## src/design/pgpd_pkg.sv

```systemverilog
package pgpd_pkg;

    // Sample and phase formats.
    localparam int SAMPLE_WIDTH  = 16;
    localparam int PHASE_WIDTH   = 16;
    localparam int CORDIC_STAGES = 16;
    localparam int PORT_WIDTH    = 16;
    localparam int LEN_WIDTH     = 16;

    // At most 24 rotation stages exist in the arctangent table.
    localparam int STAGE_MAX = 24;
    localparam int NSTAGES   = (CORDIC_STAGES > STAGE_MAX) ? STAGE_MAX : CORDIC_STAGES;
    localparam int ITER_W    = (NSTAGES > 1) ? $clog2(NSTAGES) : 1;

    // Datapath widths: samples are scaled by 256 and grow by the CORDIC gain.
    localparam int XY_W   = SAMPLE_WIDTH + 8 + 3;
    localparam int Z_W    = 34;
    localparam int PH_W   = PHASE_WIDTH + 1;
    localparam int DIFF_W = PHASE_WIDTH + 2;
    localparam int ATAN_W = 31;

    // Status that travels with a request from the packet tracker to the merge stage.
    typedef struct packed {
        logic first;
        logic last;
        logic coll;
    } pgpd_flags_t;

    // atan(2^-i) with 2^31 units per pi.
    function automatic logic [ATAN_W-1:0] atan_lut(input logic [4:0] idx);
        logic [ATAN_W-1:0] v;
        begin
            case (idx)
                5'd0:    v = 31'd536870912;
                5'd1:    v = 31'd316933406;
                5'd2:    v = 31'd167458907;
                5'd3:    v = 31'd85004756;
                5'd4:    v = 31'd42667331;
                5'd5:    v = 31'd21354465;
                5'd6:    v = 31'd10679838;
                5'd7:    v = 31'd5340245;
                5'd8:    v = 31'd2670163;
                5'd9:    v = 31'd1335087;
                5'd10:   v = 31'd667544;
                5'd11:   v = 31'd333772;
                5'd12:   v = 31'd166886;
                5'd13:   v = 31'd83443;
                5'd14:   v = 31'd41722;
                5'd15:   v = 31'd20861;
                5'd16:   v = 31'd10430;
                5'd17:   v = 31'd5215;
                5'd18:   v = 31'd2608;
                5'd19:   v = 31'd1304;
                5'd20:   v = 31'd652;
                5'd21:   v = 31'd326;
                5'd22:   v = 31'd163;
                5'd23:   v = 31'd81;
                default: v = '0;
            endcase
            return v;
        end
    endfunction

endpackage

```

## src/design/pgpd_cordic_lane.sv

```systemverilog
module pgpd_cordic_lane (
    input  logic                                 clk,
    input  logic                                 rst_n,
    input  logic                                 start,
    input  logic signed [pgpd_pkg::SAMPLE_WIDTH-1:0] re,
    input  logic signed [pgpd_pkg::SAMPLE_WIDTH-1:0] im,
    output logic                                 done,
    output logic signed [pgpd_pkg::PH_W-1:0]     phase
);
    import pgpd_pkg::*;

    typedef enum logic [2:0] {
        L_IDLE = 3'b001,
        L_ROT  = 3'b010,
        L_RND  = 3'b100
    } lane_state_t;

    localparam logic signed [Z_W-1:0] Z_PI     = Z_W'(64'sh0000_0000_8000_0000);
    localparam logic signed [Z_W-1:0] Z_HALF_U = Z_W'(64'sd1 <<< (31 - PHASE_WIDTH));
    localparam logic signed [Z_W-1:0] P_HALF   = Z_W'(64'sd1 <<< (PHASE_WIDTH - 1));

    lane_state_t             state_reg, state_next;
    logic [ITER_W-1:0]       iter_reg, iter_next;
    logic                    done_reg, done_next;
    logic signed [XY_W-1:0]  x_reg, x_next;
    logic signed [XY_W-1:0]  y_reg, y_next;
    logic signed [Z_W-1:0]   z_reg, z_next;
    logic                    zero_reg, zero_next;
    logic signed [PH_W-1:0]  phase_reg, phase_next;

    logic signed [XY_W-1:0]  x_init, y_init;
    logic signed [XY_W-1:0]  xs, ys;
    logic signed [Z_W-1:0]   atan_z;
    logic signed [Z_W-1:0]   z_rnd, p_full;

    // Scale the sample by 256; the sequencer folds the left half plane onto the right.
    always_comb
    begin
        x_init = XY_W'(re) <<< 8;
        y_init = XY_W'(im) <<< 8;
    end

    // One rotation stage, reused for every iteration.
    always_comb
    begin
        xs     = x_reg >>> iter_reg;
        ys     = y_reg >>> iter_reg;
        atan_z = Z_W'(atan_lut(5'(iter_reg)));
    end

    // Round the angle to the phase unit and clamp it to plus or minus pi.
    always_comb
    begin
        z_rnd  = z_reg + Z_HALF_U;
        p_full = z_rnd >>> (32 - PHASE_WIDTH);
        if (p_full > P_HALF)
        begin
            p_full = P_HALF;
        end
        else if (p_full < -P_HALF)
        begin
            p_full = -P_HALF;
        end
    end

    // Sequencer: load, rotate once per cycle, then round.
    always_comb
    begin
        state_next = state_reg;
        iter_next  = iter_reg;
        done_next  = 1'b0;
        x_next     = x_reg;
        y_next     = y_reg;
        z_next     = z_reg;
        zero_next  = zero_reg;
        phase_next = phase_reg;
        unique case (state_reg)
            L_IDLE:
            begin
                if (start)
                begin
                    iter_next  = '0;
                    zero_next  = (re == '0) && (im == '0);
                    state_next = L_ROT;
                    if (x_init < 0)
                    begin
                        x_next = -x_init;
                        y_next = -y_init;
                        z_next = (y_init >= 0) ? Z_PI : -Z_PI;
                    end
                    else
                    begin
                        x_next = x_init;
                        y_next = y_init;
                        z_next = '0;
                    end
                end
            end
            L_ROT:
            begin
                if (y_reg >= 0)
                begin
                    x_next = x_reg + ys;
                    y_next = y_reg - xs;
                    z_next = z_reg + atan_z;
                end
                else
                begin
                    x_next = x_reg - ys;
                    y_next = y_reg + xs;
                    z_next = z_reg - atan_z;
                end
                iter_next = iter_reg + 1'b1;
                if (iter_reg == ITER_W'(NSTAGES - 1))
                begin
                    state_next = L_RND;
                end
            end
            L_RND:
            begin
                phase_next = zero_reg ? '0 : PH_W'(p_full);
                done_next  = 1'b1;
                state_next = L_IDLE;
            end
            default:
            begin
                state_next = L_IDLE;
            end
        endcase
    end

    // Control registers.
    always_ff @(posedge clk or negedge rst_n)
    begin
        if (!rst_n)
        begin
            state_reg <= L_IDLE;
            iter_reg  <= '0;
            done_reg  <= 1'b0;
        end
        else
        begin
            state_reg <= state_next;
            iter_reg  <= iter_next;
            done_reg  <= done_next;
        end
    end

    // Datapath registers.
    always_ff @(posedge clk)
    begin
        x_reg     <= x_next;
        y_reg     <= y_next;
        z_reg     <= z_next;
        zero_reg  <= zero_next;
        phase_reg <= phase_next;
    end

    assign done  = done_reg;
    assign phase = phase_reg;

endmodule

```

## src/design/pgpd_merge.sv

```systemverilog
module pgpd_merge (
    input  logic                                clk,
    input  logic                                rst_n,
    input  logic                                wr,
    input  logic signed [pgpd_pkg::PH_W-1:0]    phase0,
    input  logic signed [pgpd_pkg::PH_W-1:0]    phase1,
    input  pgpd_pkg::pgpd_flags_t               flags,
    input  logic                                out_stall,
    output logic                                space,
    output logic                                out_valid,
    output logic signed [pgpd_pkg::PH_W-1:0]    phase_diff,
    output logic                                first_in_packet,
    output logic                                last_in_packet,
    output logic                                collision
);
    import pgpd_pkg::*;

    localparam logic signed [DIFF_W-1:0] LIM = DIFF_W'((64'sd1 <<< PHASE_WIDTH) - 64'sd1);

    logic                   valid_reg, valid_next;
    logic signed [PH_W-1:0] diff_reg;
    pgpd_flags_t            flags_reg;
    logic signed [DIFF_W-1:0] diff_full, diff_sat;

    // Difference of the two lane phases, saturated to the output range.
    always_comb
    begin
        diff_full = DIFF_W'(phase1) - DIFF_W'(phase0);
        if (diff_full > LIM)
        begin
            diff_sat = LIM;
        end
        else if (diff_full < -LIM)
        begin
            diff_sat = -LIM;
        end
        else
        begin
            diff_sat = diff_full;
        end
    end

    // The output register is free when empty or being taken this cycle.
    assign space = !valid_reg || !out_stall;

    always_comb
    begin
        valid_next = valid_reg;
        if (wr)
        begin
            valid_next = 1'b1;
        end
        else if (valid_reg && !out_stall)
        begin
            valid_next = 1'b0;
        end
    end

    always_ff @(posedge clk or negedge rst_n)
    begin
        if (!rst_n)
        begin
            valid_reg <= 1'b0;
        end
        else
        begin
            valid_reg <= valid_next;
        end
    end

    always_ff @(posedge clk)
    begin
        if (wr)
        begin
            diff_reg  <= PH_W'(diff_sat);
            flags_reg <= flags;
        end
    end

    assign out_valid       = valid_reg;
    assign phase_diff      = diff_reg;
    assign first_in_packet = flags_reg.first;
    assign last_in_packet  = flags_reg.last;
    assign collision       = flags_reg.coll;

endmodule

```

## src/design/packet_gated_phase_difference_unit.sv

```systemverilog
// A sample inside a packet reaches the output after the lane load at the accepting edge,
// the 16 CORDIC rotations, a rounding step and the output register write, which waits
// while the output register is full and stalled. A new request is not taken until the
// previous one in a packet has written its result, held off by the iterative rotation
// stage that each antenna lane reuses for all 16 CORDIC stages; a sample outside a packet
// does not hold off the next one. Reset (rst_n, asynchronous, active low) closes any
// open packet, empties the output register and returns both lanes to idle.
module packet_gated_phase_difference_unit (
    input  logic                                  clk,
    input  logic                                  rst_n,
    input  logic                                  in_valid,
    output logic                                  in_stall,
    input  logic                                  packet_start,
    input  logic [pgpd_pkg::LEN_WIDTH-1:0]        packet_length,
    input  logic signed [pgpd_pkg::PORT_WIDTH-1:0] ant0_real,
    input  logic signed [pgpd_pkg::PORT_WIDTH-1:0] ant0_imag,
    input  logic signed [pgpd_pkg::PORT_WIDTH-1:0] ant1_real,
    input  logic signed [pgpd_pkg::PORT_WIDTH-1:0] ant1_imag,
    output logic                                  out_valid,
    input  logic                                  out_stall,
    output logic signed [pgpd_pkg::PH_W-1:0]      phase_diff,
    output logic                                  first_in_packet,
    output logic                                  last_in_packet,
    output logic                                  collision
);
    import pgpd_pkg::*;

    typedef enum logic [2:0] {
        S_IDLE = 3'b001,
        S_RUN  = 3'b010,
        S_HOLD = 3'b100
    } top_state_t;

    top_state_t             state_reg, state_next;
    logic [LEN_WIDTH-1:0]   remaining_reg, remaining_next;
    pgpd_flags_t            flags_reg, flags_next;

    logic                   accept;
    logic                   rem_zero, load, hit;
    logic [LEN_WIDTH-1:0]   eff_rem;
    logic                   lane_start;
    logic                   lane0_done, lane1_done;
    logic signed [PH_W-1:0] phase0, phase1;
    logic                   space, wr;

    assign accept   = in_valid && !in_stall;
    assign in_stall = (state_reg != S_IDLE);

    // Packet tracking: a nonzero-length tag opens a packet; inside one it is a collision.
    always_comb
    begin
        rem_zero = (remaining_reg == '0);
        load     = packet_start && rem_zero && (packet_length != '0);
        eff_rem  = load ? packet_length : remaining_reg;
        hit      = (eff_rem != '0);
    end

    assign lane_start = accept && hit;

    // Request sequencing and counter update.
    always_comb
    begin
        state_next     = state_reg;
        remaining_next = remaining_reg;
        flags_next     = flags_reg;
        wr             = 1'b0;
        unique case (state_reg)
            S_IDLE:
            begin
                if (lane_start)
                begin
                    remaining_next   = eff_rem - 1'b1;
                    flags_next.first = load;
                    flags_next.last  = (eff_rem == LEN_WIDTH'(1));
                    flags_next.coll  = packet_start && !rem_zero;
                    state_next       = S_RUN;
                end
            end
            S_RUN:
            begin
                if (lane0_done)
                begin
                    if (space)
                    begin
                        wr         = 1'b1;
                        state_next = S_IDLE;
                    end
                    else
                    begin
                        state_next = S_HOLD;
                    end
                end
            end
            S_HOLD:
            begin
                if (space)
                begin
                    wr         = 1'b1;
                    state_next = S_IDLE;
                end
            end
            default:
            begin
                state_next = S_IDLE;
            end
        endcase
    end

    always_ff @(posedge clk or negedge rst_n)
    begin
        if (!rst_n)
        begin
            state_reg     <= S_IDLE;
            remaining_reg <= '0;
        end
        else
        begin
            state_reg     <= state_next;
            remaining_reg <= remaining_next;
        end
    end

    always_ff @(posedge clk)
    begin
        flags_reg <= flags_next;
    end

    // Antenna 0 lane.
    pgpd_cordic_lane u_lane0 (
        .clk   (clk),
        .rst_n (rst_n),
        .start (lane_start),
        .re    (ant0_real[SAMPLE_WIDTH-1:0]),
        .im    (ant0_imag[SAMPLE_WIDTH-1:0]),
        .done  (lane0_done),
        .phase (phase0)
    );

    // Antenna 1 lane.
    pgpd_cordic_lane u_lane1 (
        .clk   (clk),
        .rst_n (rst_n),
        .start (lane_start),
        .re    (ant1_real[SAMPLE_WIDTH-1:0]),
        .im    (ant1_imag[SAMPLE_WIDTH-1:0]),
        .done  (lane1_done),
        .phase (phase1)
    );

    // Merge the two lane phases into the output register.
    pgpd_merge u_merge (
        .clk             (clk),
        .rst_n           (rst_n),
        .wr              (wr),
        .phase0          (phase0),
        .phase1          (phase1),
        .flags           (flags_reg),
        .out_stall       (out_stall),
        .space           (space),
        .out_valid       (out_valid),
        .phase_diff      (phase_diff),
        .first_in_packet (first_in_packet),
        .last_in_packet  (last_in_packet),
        .collision       (collision)
    );

    // Both lanes run in lockstep and must finish together.
    a_lanes_lockstep: assert property (@(posedge clk) disable iff (!rst_n)
        lane0_done == lane1_done)
        else $error("antenna lanes finished out of step");

    // A lane only finishes while a request is being processed.
    a_done_in_run: assert property (@(posedge clk) disable iff (!rst_n)
        lane0_done |-> (state_reg == S_RUN))
        else $error("lane finished with no request in flight");

    // A new result appears only after a request was in flight.
    a_out_from_req: assert property (@(posedge clk) disable iff (!rst_n)
        $rose(out_valid) |-> $past(state_reg == S_RUN || state_reg == S_HOLD))
        else $error("result appeared without a request");

    // The last sample of a packet closes it.
    a_last_closes: assert property (@(posedge clk) disable iff (!rst_n)
        (lane_start && (eff_rem == LEN_WIDTH'(1))) |=> (remaining_reg == '0))
        else $error("packet left open after its last sample");

endmodule

```

## config.mk

```make
export PLATFORM = sky130hd
export DESIGN_NAME = packet_gated_phase_difference_unit
export DESIGN_NICKNAME = d
export VERILOG_FILES = /design/src/design/pgpd_pkg.sv /design/src/design/pgpd_cordic_lane.sv /design/src/design/pgpd_merge.sv /design/src/design/packet_gated_phase_difference_unit.sv
export SDC_FILE = /design/constraint.sdc
export NUM_CORES = 1
export LEC_CHECK = 0
export BUFFER_PORTS_ARGS = -buffer_cell sky130_fd_sc_hd__buf_2
export CORE_UTILIZATION = 49
export CTS_CLUSTER_DIAMETER = 50
export DETAILED_ROUTE_END_ITERATION = 16
export PLACE_DENSITY_LB_ADDON = 0.05
export SKIP_CTS_REPAIR_TIMING = 1
export SYNTH_ARGS = -nofsm -noshare
export SYNTH_HDL_FRONTEND = slang
export SYNTH_SLANG_ARGS = --single-unit
```

## constraint.sdc

```tcl
create_clock -name clk -period 8.93 [get_ports clk]
set_input_delay 0.893 -clock clk [delete_from_list [all_inputs] [get_ports clk]]
set_output_delay 0.893 -clock clk [all_outputs]
set_load 0.1 [all_outputs]
```

After elaboration in Yosys (flattened, before gate mapping)

Memory sizes are Yosys's and may differ from the RTL's.
Index checks and enable logic that the tools add are counted.

Memories kept: 2
Word-level logic and storage cells: 176
Input port bits: 85
Output and inout bits: 22
Bits in read-only memories: 960
Bits in registers: 270

Memory list:

| name            | words | width | read ports | clocked after Yosys merged registers in | write ports | line           | source |
|---|---|---|---|---|---|---|---|
| (no name shown) | 16    | 30    | 1          | 0                                       | 0           | pgpd_pkg.sv:33 | `case (idx)` |
| (no name shown) | 16    | 30    | 1          | 0                                       | 0           | pgpd_pkg.sv:33 |  |

Shifts and indexed selects: 4
Muxes and demuxes: 50
Reduce and logical (&&, ||, !) cells: 36
Equality and inequality tests: 20
$lt $le $gt $ge: 12
Add/sub/neg operators: 22

Operators by type and width:

| kind                     | count |
|---|---|
| $mux W27                 | 12 |
| $mux W34                 | 8 |
| $pmux W27 S2             | 4 |
| $pmux W34 S2             | 2 |
| $add A27 B27 Y27         | 4 |
| $neg A24 Y27             | 4 |
| $sshr A27 B4 Y27         | 4 |
| $sub A27 B27 Y27         | 4 |
| $logic_not A16 Y1        | 5 |
| $add A34 B17 Y34 const B | 2 |
| $add A34 B32 Y34         | 2 |
| $sub A34 B32 Y34         | 2 |
| $ge A27 B1 Y1 const B    | 2 |
| $gt A18 B17 Y1 const B   | 3 |
| $mux W17                 | 3 |
| $ge A24 B1 Y1 const B    | 2 |
| $lt A24 B1 Y1 const B    | 2 |
| $mux W16                 | 3 |
| $lt A18 B16 Y1 const B   | 2 |
| $reduce_bool A16 Y1      | 2 |
| $lt A18 B17 Y1 const B   | 1 |
| $mux W3                  | 6 |
| $sub A17 B17 Y18         | 1 |
| $eq A16 B1 Y1 const B    | 1 |
| other kinds (23)         | 63 |

Logic depth before layout (Yosys ltp)

Gate-level depths: netlist of the first run.

Depth after elaboration: 8
Mapped depth: 30

Hierarchy

Synthesis of the first run repeated with hierarchy kept, for this count alone.

Cell total of the unflattened synthesis: 3817
Area, all modules: 33354.5 sq um

By module, submodules not included:

| module                             | cells an instance | instances | sequential area each (sq um) | area an instance (sq um) |
|---|---|---|---|---|
| pgpd_cordic_lane at u_lane1        | 1741              | 1         | 3384.5                       | 14968.1 |
| pgpd_cordic_lane at u_lane0        | 1670              | 1         | 3384.5                       | 14719.1 |
| pgpd_merge                         | 209               | 1         | 625.6                        | 1933.1 |
| packet_gated_phase_difference_unit | 197               | 1         | 566.8                        | 1734.2 |

Least setup slack after synthesis of the first run

OpenSTA, ideal clock, no wires.

Path type: register to register
From: reg u_lane1.iter_reg[0]
To: reg u_lane1.z_reg[33], data pin
Path slack: 2.410 ns
Cell stages (with the launch flop): 31
Setup time: 0.255 ns
Data arrival time: 6.265 ns
Buffers on the path: 7
Cells stage by stage: dfrtp_1 > buf_6 > buf_12 > buf_4 > buf_2 > clkbuf_1 > clkbuf_1 > inv_1 > ha_1 > nor2_1 > a211oi_1 > a21oi_1 > ha_1 > nand2_1 > or3_1 > nor2_1 > nand3_1 > or3_1 > and2_1 > clkbuf_1 > xor2_1 > ha_1 > a21o_1 > a21oi_1 > o21bai_1 > a31oi_1 > o21ai_0 > a21oi_1 > o31ai_1 > or4_1 > and3_1

Cells in the longest elaborated chain, start to end: 4
Elaborated cells between the ends (all ways): 5

RTL lines:

| element                                                     | line                                             | source |
|---|---|---|
| from (decl)                                                 | pgpd_cordic_lane.sv:23                           | `logic [ITER_W-1:0] iter_reg, iter_next;` |
| from (signal assigned)                                      | pgpd_cordic_lane.sv:144                          | `iter_reg <= iter_next;` |
| $mem_v2 Z16 W30 *                                           | -                                                |  |
| $sub A34 B32 Y34 / $add A34 B32 Y34 (equally long branches) | pgpd_cordic_lane.sv:111, pgpd_cordic_lane.sv:105 |  |
| $mux W34 *                                                  | pgpd_cordic_lane.sv:101                          | `if (y_reg >= 0)` |
| $pmux W34 S2 *                                              | pgpd_cordic_lane.sv:77                           | `unique case (state_reg)` |
| named net u_lane1.z_next[33]                                | pgpd_cordic_lane.sv:27                           | `logic signed [Z_W-1:0] z_reg, z_next;` |
| to (signal assigned)                                        | pgpd_cordic_lane.sv:154                          | `z_reg <= z_next;` |
| to (decl)                                                   | pgpd_cordic_lane.sv:27                           |  |

Mark *: on every way through the listed nets, which the timed path passes. The rest lies on a longest branch.
A chain may end at the register's enable or synchronous reset.

Worst setup path after layout of the first run

From: reg u_lane0.iter_reg[2]
To: reg u_lane0.y_reg[18], data pin

Cells in the longest elaborated chain, start to end: 4
Elaborated cells between the ends (all ways): 5

RTL lines:

| element                                                     | line                                             | source |
|---|---|---|
| from (decl)                                                 | pgpd_cordic_lane.sv:23                           |  |
| from (signal assigned)                                      | pgpd_cordic_lane.sv:144                          |  |
| $sshr A27 B4 Y27 *                                          | pgpd_cordic_lane.sv:46                           | `xs = x_reg >>> iter_reg;` |
| $add A27 B27 Y27 / $sub A27 B27 Y27 (equally long branches) | pgpd_cordic_lane.sv:110, pgpd_cordic_lane.sv:104 |  |
| $mux W27 *                                                  | pgpd_cordic_lane.sv:101                          |  |
| $pmux W27 S2 *                                              | pgpd_cordic_lane.sv:77                           |  |
| named net u_lane0.y_next[18]                                | pgpd_cordic_lane.sv:26                           | `logic signed [XY_W-1:0] y_reg, y_next;` |
| to (signal assigned)                                        | pgpd_cordic_lane.sv:153                          | `y_reg <= y_next;` |
| to (decl)                                                   | pgpd_cordic_lane.sv:26                           |  |

Marked as above.

==> flow_summary.ini, run 1 <==
[status]
status = finished, final reports clean

[place]
pre_cts_ws_ns = 2.32
postPlaceCellArea_mm2 = 0.0336
numPortBuffers = 106
gp_routability_congestion = 0.940
hpwl_um = 70500

[global_route]
busiest_layer = met2
grt_usage_pct = 27.3
antenna_found_initial = 0
grt_use_met3_pct = 4.25
grt_pass1_wl_um = 149000
overflow = 0
grt.met2_usage_pct = 42.2
grt_pass1_vias = 27400
grt_use_met1_pct = 39.6
grt_max_degree = 89

[drt]
wl_per_cell_um = 20.3
totalWireLength_um = 93600
viasPerCell = 6.34
drtAntennaViolNets = 0
drc = 0
drtIter0Drc = 2413
drt-pass1-iter-count = 8
num_vias = 29300

[synthesis]
syn_area_per_cell_um2 = 8.75
synth_edf_count = 235
synthesis.area_mm2 = 0.0325
ys.flop_type = edfxtp_1
ys_seq_area_share_pct = 24.4
ys_seq_elements = 270
synth.distinct_cells = 107
yosysWarnings = 0
async_reset_ff_share_pct = 13.0
syn_inst = 3717
synth_nets = 4030

[layout]
syn_to_final_growth_pct = 8.19
final_cell_mix = nand2_1 (363), nor2_1 (315), a21oi_1 (277)
n_fill_cell = 5990
antenna_cells = 0
layout-drive-gt1-share_pct = 12.3
final_util_pct = 53.5
fin_nets = 4028
layout_commonest_cell = nand2_1
design_area_mm2 = 0.0352

[worst_setup_path]
startpoint_type = register
reg2regPathDepth = 21
endpoint_kind = register
crit_required_ns = 9.28
reg2reg_setup_slack_ns = 2.14
crit_arrival_ns = 7.14
r2r-start = u_lane0.iter_reg[2]$_DFFE_PN0P_
worst-path-max-fanout = 66
timing.rr.end = u_lane0.y_reg[18]$_DFFE_PP_
critPathKind = reg -> reg

[floorplanning]
start_util_pct = 49.4
fp-row-count = 94
pin_count = 107
dieWidth_um = 260
coreArea_mm2 = 0.0657
fp.dieH_um = 260
die-area_mm2 = 0.0674

[sta]
tns_ns = 0
skew_ns = 0.0164
worst_slew_pin_slew_ns = 1.12
rsz0062_at_grt = false
min_period_ns = 6.79
setup_violations = 0
finalMaxSlewViolations = 0
max_freq_mhz = 147
period_share_pct = 76.0
holdWs_ns = 0.417
maxSlewHeadroom_pct = 24.7
setup_ws_ns = 2.14
finalHoldViolations = 0

[power]
internal-power_uw = 7620
seq_power_share_pct = 15.8
switching_share_pct = 50.2
ir_drop_mv = 0.245
comb_power_share_pct = 72.0
switchingPower_uw = 7700
power_density_mw_per_mm2 = 436
power_leakage_uw = 0.0135
clock_power_share_pct = 12.2

[clock_network]
cts_root_buffer = clkbuf_16
clock-sinks = 270
clkTransAtPathRegs_ns = 0.06
h-tree-depth = 2
insertion_delay_ns = 0.60
clockBufferDepth = 3
cts_buffers = 48
cts_tree = done

[run]
maxCapViolations = 0

[min_path]
hold_class = in -> async
## logic make-up after synthesis
kind of cell / after synthesis / share of synthesized area [%]
flip-flops: 270 / 24.4
XOR/XNOR: 354 / 9.56
AO/OA/AOI/OAI: 1067 / 20.9
buffers and inverters: 299 / 3.87
multiplexers: 267 / 13.6
AND/OR/NAND/NOR: 1227 / 18.6
adder cells (fa/ha/maj): 233 / 9.09
## power groups by stage
stage	clock (µW)	combinational, µW	sequential [µW]
after floorplan	0	8840	2100
after global placement	0	10700	2400
after detailed placement	0	10800	2420
after CTS	1910	10900	2400
after global routing	1950	12200	2460
final	1870	11000	2410
## critical path, cell delays in order (launching register included)
cell	delay [ns]
dfrtp_4	0.65
buf_4	0.68
mux4_2	0.44
a222oi_1	0.63
nand2_1	0.10
o21ai_0	0.23
ha_1	0.29
nand2_1	0.06
o22ai_1	0.41
nand2_1	0.09
nand2_1	0.10
xnor2_1	0.17
ha_1	0.33
and3_1	0.20
a221o_1	0.31
a31o_2	0.24
o221ai_1	0.33
a31oi_1	0.21
o21ai_0	0.27
a21boi_0	0.15
or3_1	0.33
a31o_2	0.24
## per-layer routing
| layer | routed length [µm] | up-vias |
|---|---|---|
| li1 | - | 14100 |
| met3 | 5970 | 134 |
| met5 | 0 | - |
| met1 | 44300 | 14200 |
| met4 | 2010 | 0 |
| met2 | 41400 | 914 |
## synthesized netlist by cell type, drive strengths merged, types with 29 or more instances
library cell | n | area, µm²
a21oi | 279 | 1400
a211oi | 55 | 423
edfxtp | 235 | 7060
and3 | 36 | 225
or3 | 48 | 305
xor2 | 150 | 1310
nand3 | 77 | 390
o21ai | 262 | 1310
nor2 | 317 | 1190
and2 | 41 | 257
o31ai | 63 | 473
clkbuf | 105 | 394
a21o | 76 | 571
ha | 221 | 2770
nand2 | 363 | 1360
o21a | 45 | 338
nand2b | 62 | 388
xnor2 | 204 | 1790
a31oi | 70 | 438
nand4 | 32 | 213
or2 | 29 | 184
mux4 | 128 | 2970
mux2i | 96 | 961
mux2 | 43 | 484
inv | 112 | 420
dfrtp | 32 | 801
nor3 | 79 | 407
buf | 80 | 437
## layout make-up
class | instances | area [µm²] | share of cell area, %
Multi-Input combinational cell | 3148 | 23400 | 66.4
Clock inverter | 38 | 383 | 1.09
Sequential cell | 270 | 7950 | 22.6
Timing Repair Buffer | 133 | 733 | 2.08
Inverter | 114 | 430 | 1.22
Tap cell | 864 | 1080 | 3.07
Clock buffer | 51 | 1230 | 3.51
## worst max path at each step
stage,endpoint,startpoint
6_report,u_lane0.y_reg[18]$_DFFE_PP_,u_lane0.iter_reg[2]$_DFFE_PN0P_
2_1_floorplan,u_lane1.z_reg[33]$_DFFE_PP_,u_lane1.iter_reg[0]$_DFFE_PN0P_
4_1_cts,u_lane0.y_reg[18]$_DFFE_PP_,u_lane0.iter_reg[2]$_DFFE_PN0P_
3_3_place_gp,u_lane0.y_reg[18]$_DFFE_PP_,u_lane0.iter_reg[2]$_DFFE_PN0P_
5_1_grt,u_lane0.y_reg[18]$_DFFE_PP_,u_lane0.iter_reg[2]$_DFFE_PN0P_
3_5_place_dp,u_lane0.y_reg[18]$_DFFE_PP_,u_lane0.iter_reg[2]$_DFFE_PN0P_
## per-stage QoR
step,total power [µW],cells
after floorplan,10900,3717
after global placement,13100,4529
after detailed placement,13300,4529
after CTS,15200,4618
after global routing,16600,4618
final,15300,4618
No activity file was read; power rests on OpenSTA's default activity.
==> run 2: changes to the inputs <==
clock period = 5.8 ns   (was 8.93 ns; I/O delays follow)
==> run 2 against run 1 <==
- sequential power rose by 49%
- routed wire length rose by 5.3%
- highest routed layer unchanged
- worst setup slack got worse by 1.9 ns
==> flow_summary.ini, run 2 (same netlist as run 1, synthesis figures left out) <==
[status]
status = finished, final reports clean

[floorplanning]
pin_count = 107
coreArea_mm2 = 0.0657
fp.dieH_um = 260
dieWidth_um = 260
die-area_mm2 = 0.0674
start_util_pct = 49.4
fp-row-count = 94

[place]
dp.cells = 4631
numPortBuffers = 106
gp_routability_congestion = 0.935
postPlaceCellArea_mm2 = 0.0345
hpwl_um = 74400

[layout]
antenna_cells = 0
instances_no_fill = 4745
syn_to_final_growth_pct = 12.6
design_area_mm2 = 0.0366
n_fill_cell = 5932
layout-drive-gt1-share_pct = 16.1
fin_nets = 4155
layout_commonest_cell = nand2_1
final_util_pct = 55.7
final_cell_mix = nand2_1 (362), nor2_1 (314), a21oi_1 (274)

[sta]
worst_slew_pin_slew_ns = 1.13
finalHoldViolations = 0
skew_ns = 0.0226
maxSlewHeadroom_pct = 24.3
min_period_ns = 5.57
period_share_pct = 96.0
tns_ns = 0
max_freq_mhz = 180
finalMaxSlewViolations = 0
setup_violations = 0

[clock_network]
insertion_delay_ns = 0.61
h-tree-depth = 2
clock-sinks = 270
cts_buffers = 49
clockBufferDepth = 3
clkTransAtPathRegs_ns = 0.06
cts_tree = done
cts_root_buffer = clkbuf_16

[worst_setup_path]
reg2regPathDepth = 19
critPathKind = reg -> reg
cp_slowest_cell = mux4_2
timing.rr.end = u_lane0.x_reg[23]$_DFFE_PP_
endpoint_kind = register
cp_num_buf_inv = 2
reg2reg_setup_slack_ns = 0.23
startpoint_type = register
cp_cell_sequence = buf_4 > buf_4 > mux4_2 > mux4_2 > nor4_4 > nand4_2 > or2_2 > o21ai_1 > xor2_1 > ha_1 > a21o_1 > a21oi_1 > o21bai_1 > a21o_1 > a2111oi_1 > nand3_1 > a31oi_4 > mux2i_1 > nand2_1
crit_required_ns = 6.16
crit_arrival_ns = 5.92
worst-path-max-fanout = 6
r2r-start = u_lane0.iter_reg[0]$_DFFE_PN0P_
critical_path.top_delay_family = compound AO/OA/AOI/OAI gates
cpPeakStageDelay_ns = 0.55

[drt]
wl_per_cell_um = 20.8
drt-pass1-iter-count = 6
drc = 0
drtAntennaViolNets = 0
num_vias = 30100
totalWireLength_um = 98600
viasPerCell = 6.34
drtIter0Drc = 2379

[global_route]
grt_max_degree = 66
grt_pass1_wl_um = 155000
antenna_found_initial = 1
overflow = 0
grt_pass1_vias = 28300
grt_usage_pct = 28.4

[power]
power_leakage_uw = 0.0142
ir_drop_mv = 0.400
power_density_mw_per_mm2 = 680

[run]
maxCapViolations = 0

[min_path]
hold_class = in -> async
## run 2: changes by cell type in the layout (fill, tap and decap cells not counted), moves of 4 or more
cell and change:
buf_4 +110, bufinv_16 +4, ha_1 -7, ha_2 +4
a31oi_1 -4, buf_12 +10, o21ai_0 -7, o21ai_1 +6
clkinv_1 -4
## run 2: where the power goes
part	internal [µW]	switching [µW]	leakage (µW)
Combinational	7840	10400	0.0107
Sequential	2830	748	0.00264
Clock	1900	1170	0.000834
## run 2: stage by stage
stage / setup slack [ns] / total power, µW / hold slack, ns
2_1_floorplan: -0.0122 / 16900 / 0.284
3_3_place_gp: 0.105 / 20800 / 0.410
3_5_place_dp: 0.0133 / 21100 / 0.410
4_1_cts: -0.0498 / 24300 / 0.115
5_1_grt: -0.00103 / 26900 / 0.171
6_report: 0.232 / 24900 / 0.109
## run 2: worst register-to-register path: cells and delay by family (launching register included)
kind	cells	cell delay [ns]
flops	1	0.47
buf+inv	2	0.33
fa+ha+maj	1	0.30
mux	3	1.28
xor+xnor	1	0.19
compound gates	7	1.57
simple gates	5	1.16
## run 2: per-layer routing
metal,global-route usage (%),up-vias,share of wire [%]
met1,41.3,14500,46
li1,-,14300,-
met3,5.08,148,7.9
met5,0,-,0
met2,43.7,1160,44
met4,6.62,0,2.0
## run 2: how the worst max path moves through the flow
stage,startpoint,to,slack (ns),depth (start not counted)
final,u_lane0.iter_reg[0]$_DFFE_PN0P_,u_lane0.x_reg[23]$_DFFE_PP_,0.23,19
after global routing,u_lane0.iter_reg[1]$_DFFE_PN0P_,u_lane0.y_reg[25]$_DFFE_PP_,-0.001,20
after CTS,u_lane0.iter_reg[0]$_DFFE_PN0P_,u_lane0.x_reg[23]$_DFFE_PP_,-0.05,18
after detailed placement,u_lane0.iter_reg[0]$_DFFE_PN0P_,u_lane0.x_reg[23]$_DFFE_PP_,0.01,18
after global placement,u_lane1.iter_reg[0]$_DFFE_PN0P_,u_lane1.y_reg[26]$_DFFE_PP_,0.11,20
after floorplan,u_lane1.iter_reg[0]$_DFFE_PN0P_,u_lane1.z_reg[33]$_DFFE_PP_,-0.01,30
## run 2: area by class of cell
| type | count | area (µm²) | share of cell area, % |
|---|---|---|---|
| clock inverters | 36 | 467 | 1.27 |
| multi-input cells | 3148 | 23600 | 64.3 |
| well taps | 864 | 1080 | 2.95 |
| inverters | 114 | 434 | 1.19 |
| flip-flops and latches | 270 | 7960 | 21.7 |
| clock buffers | 54 | 1240 | 3.40 |
| repair buffers | 259 | 1860 | 5.09 |
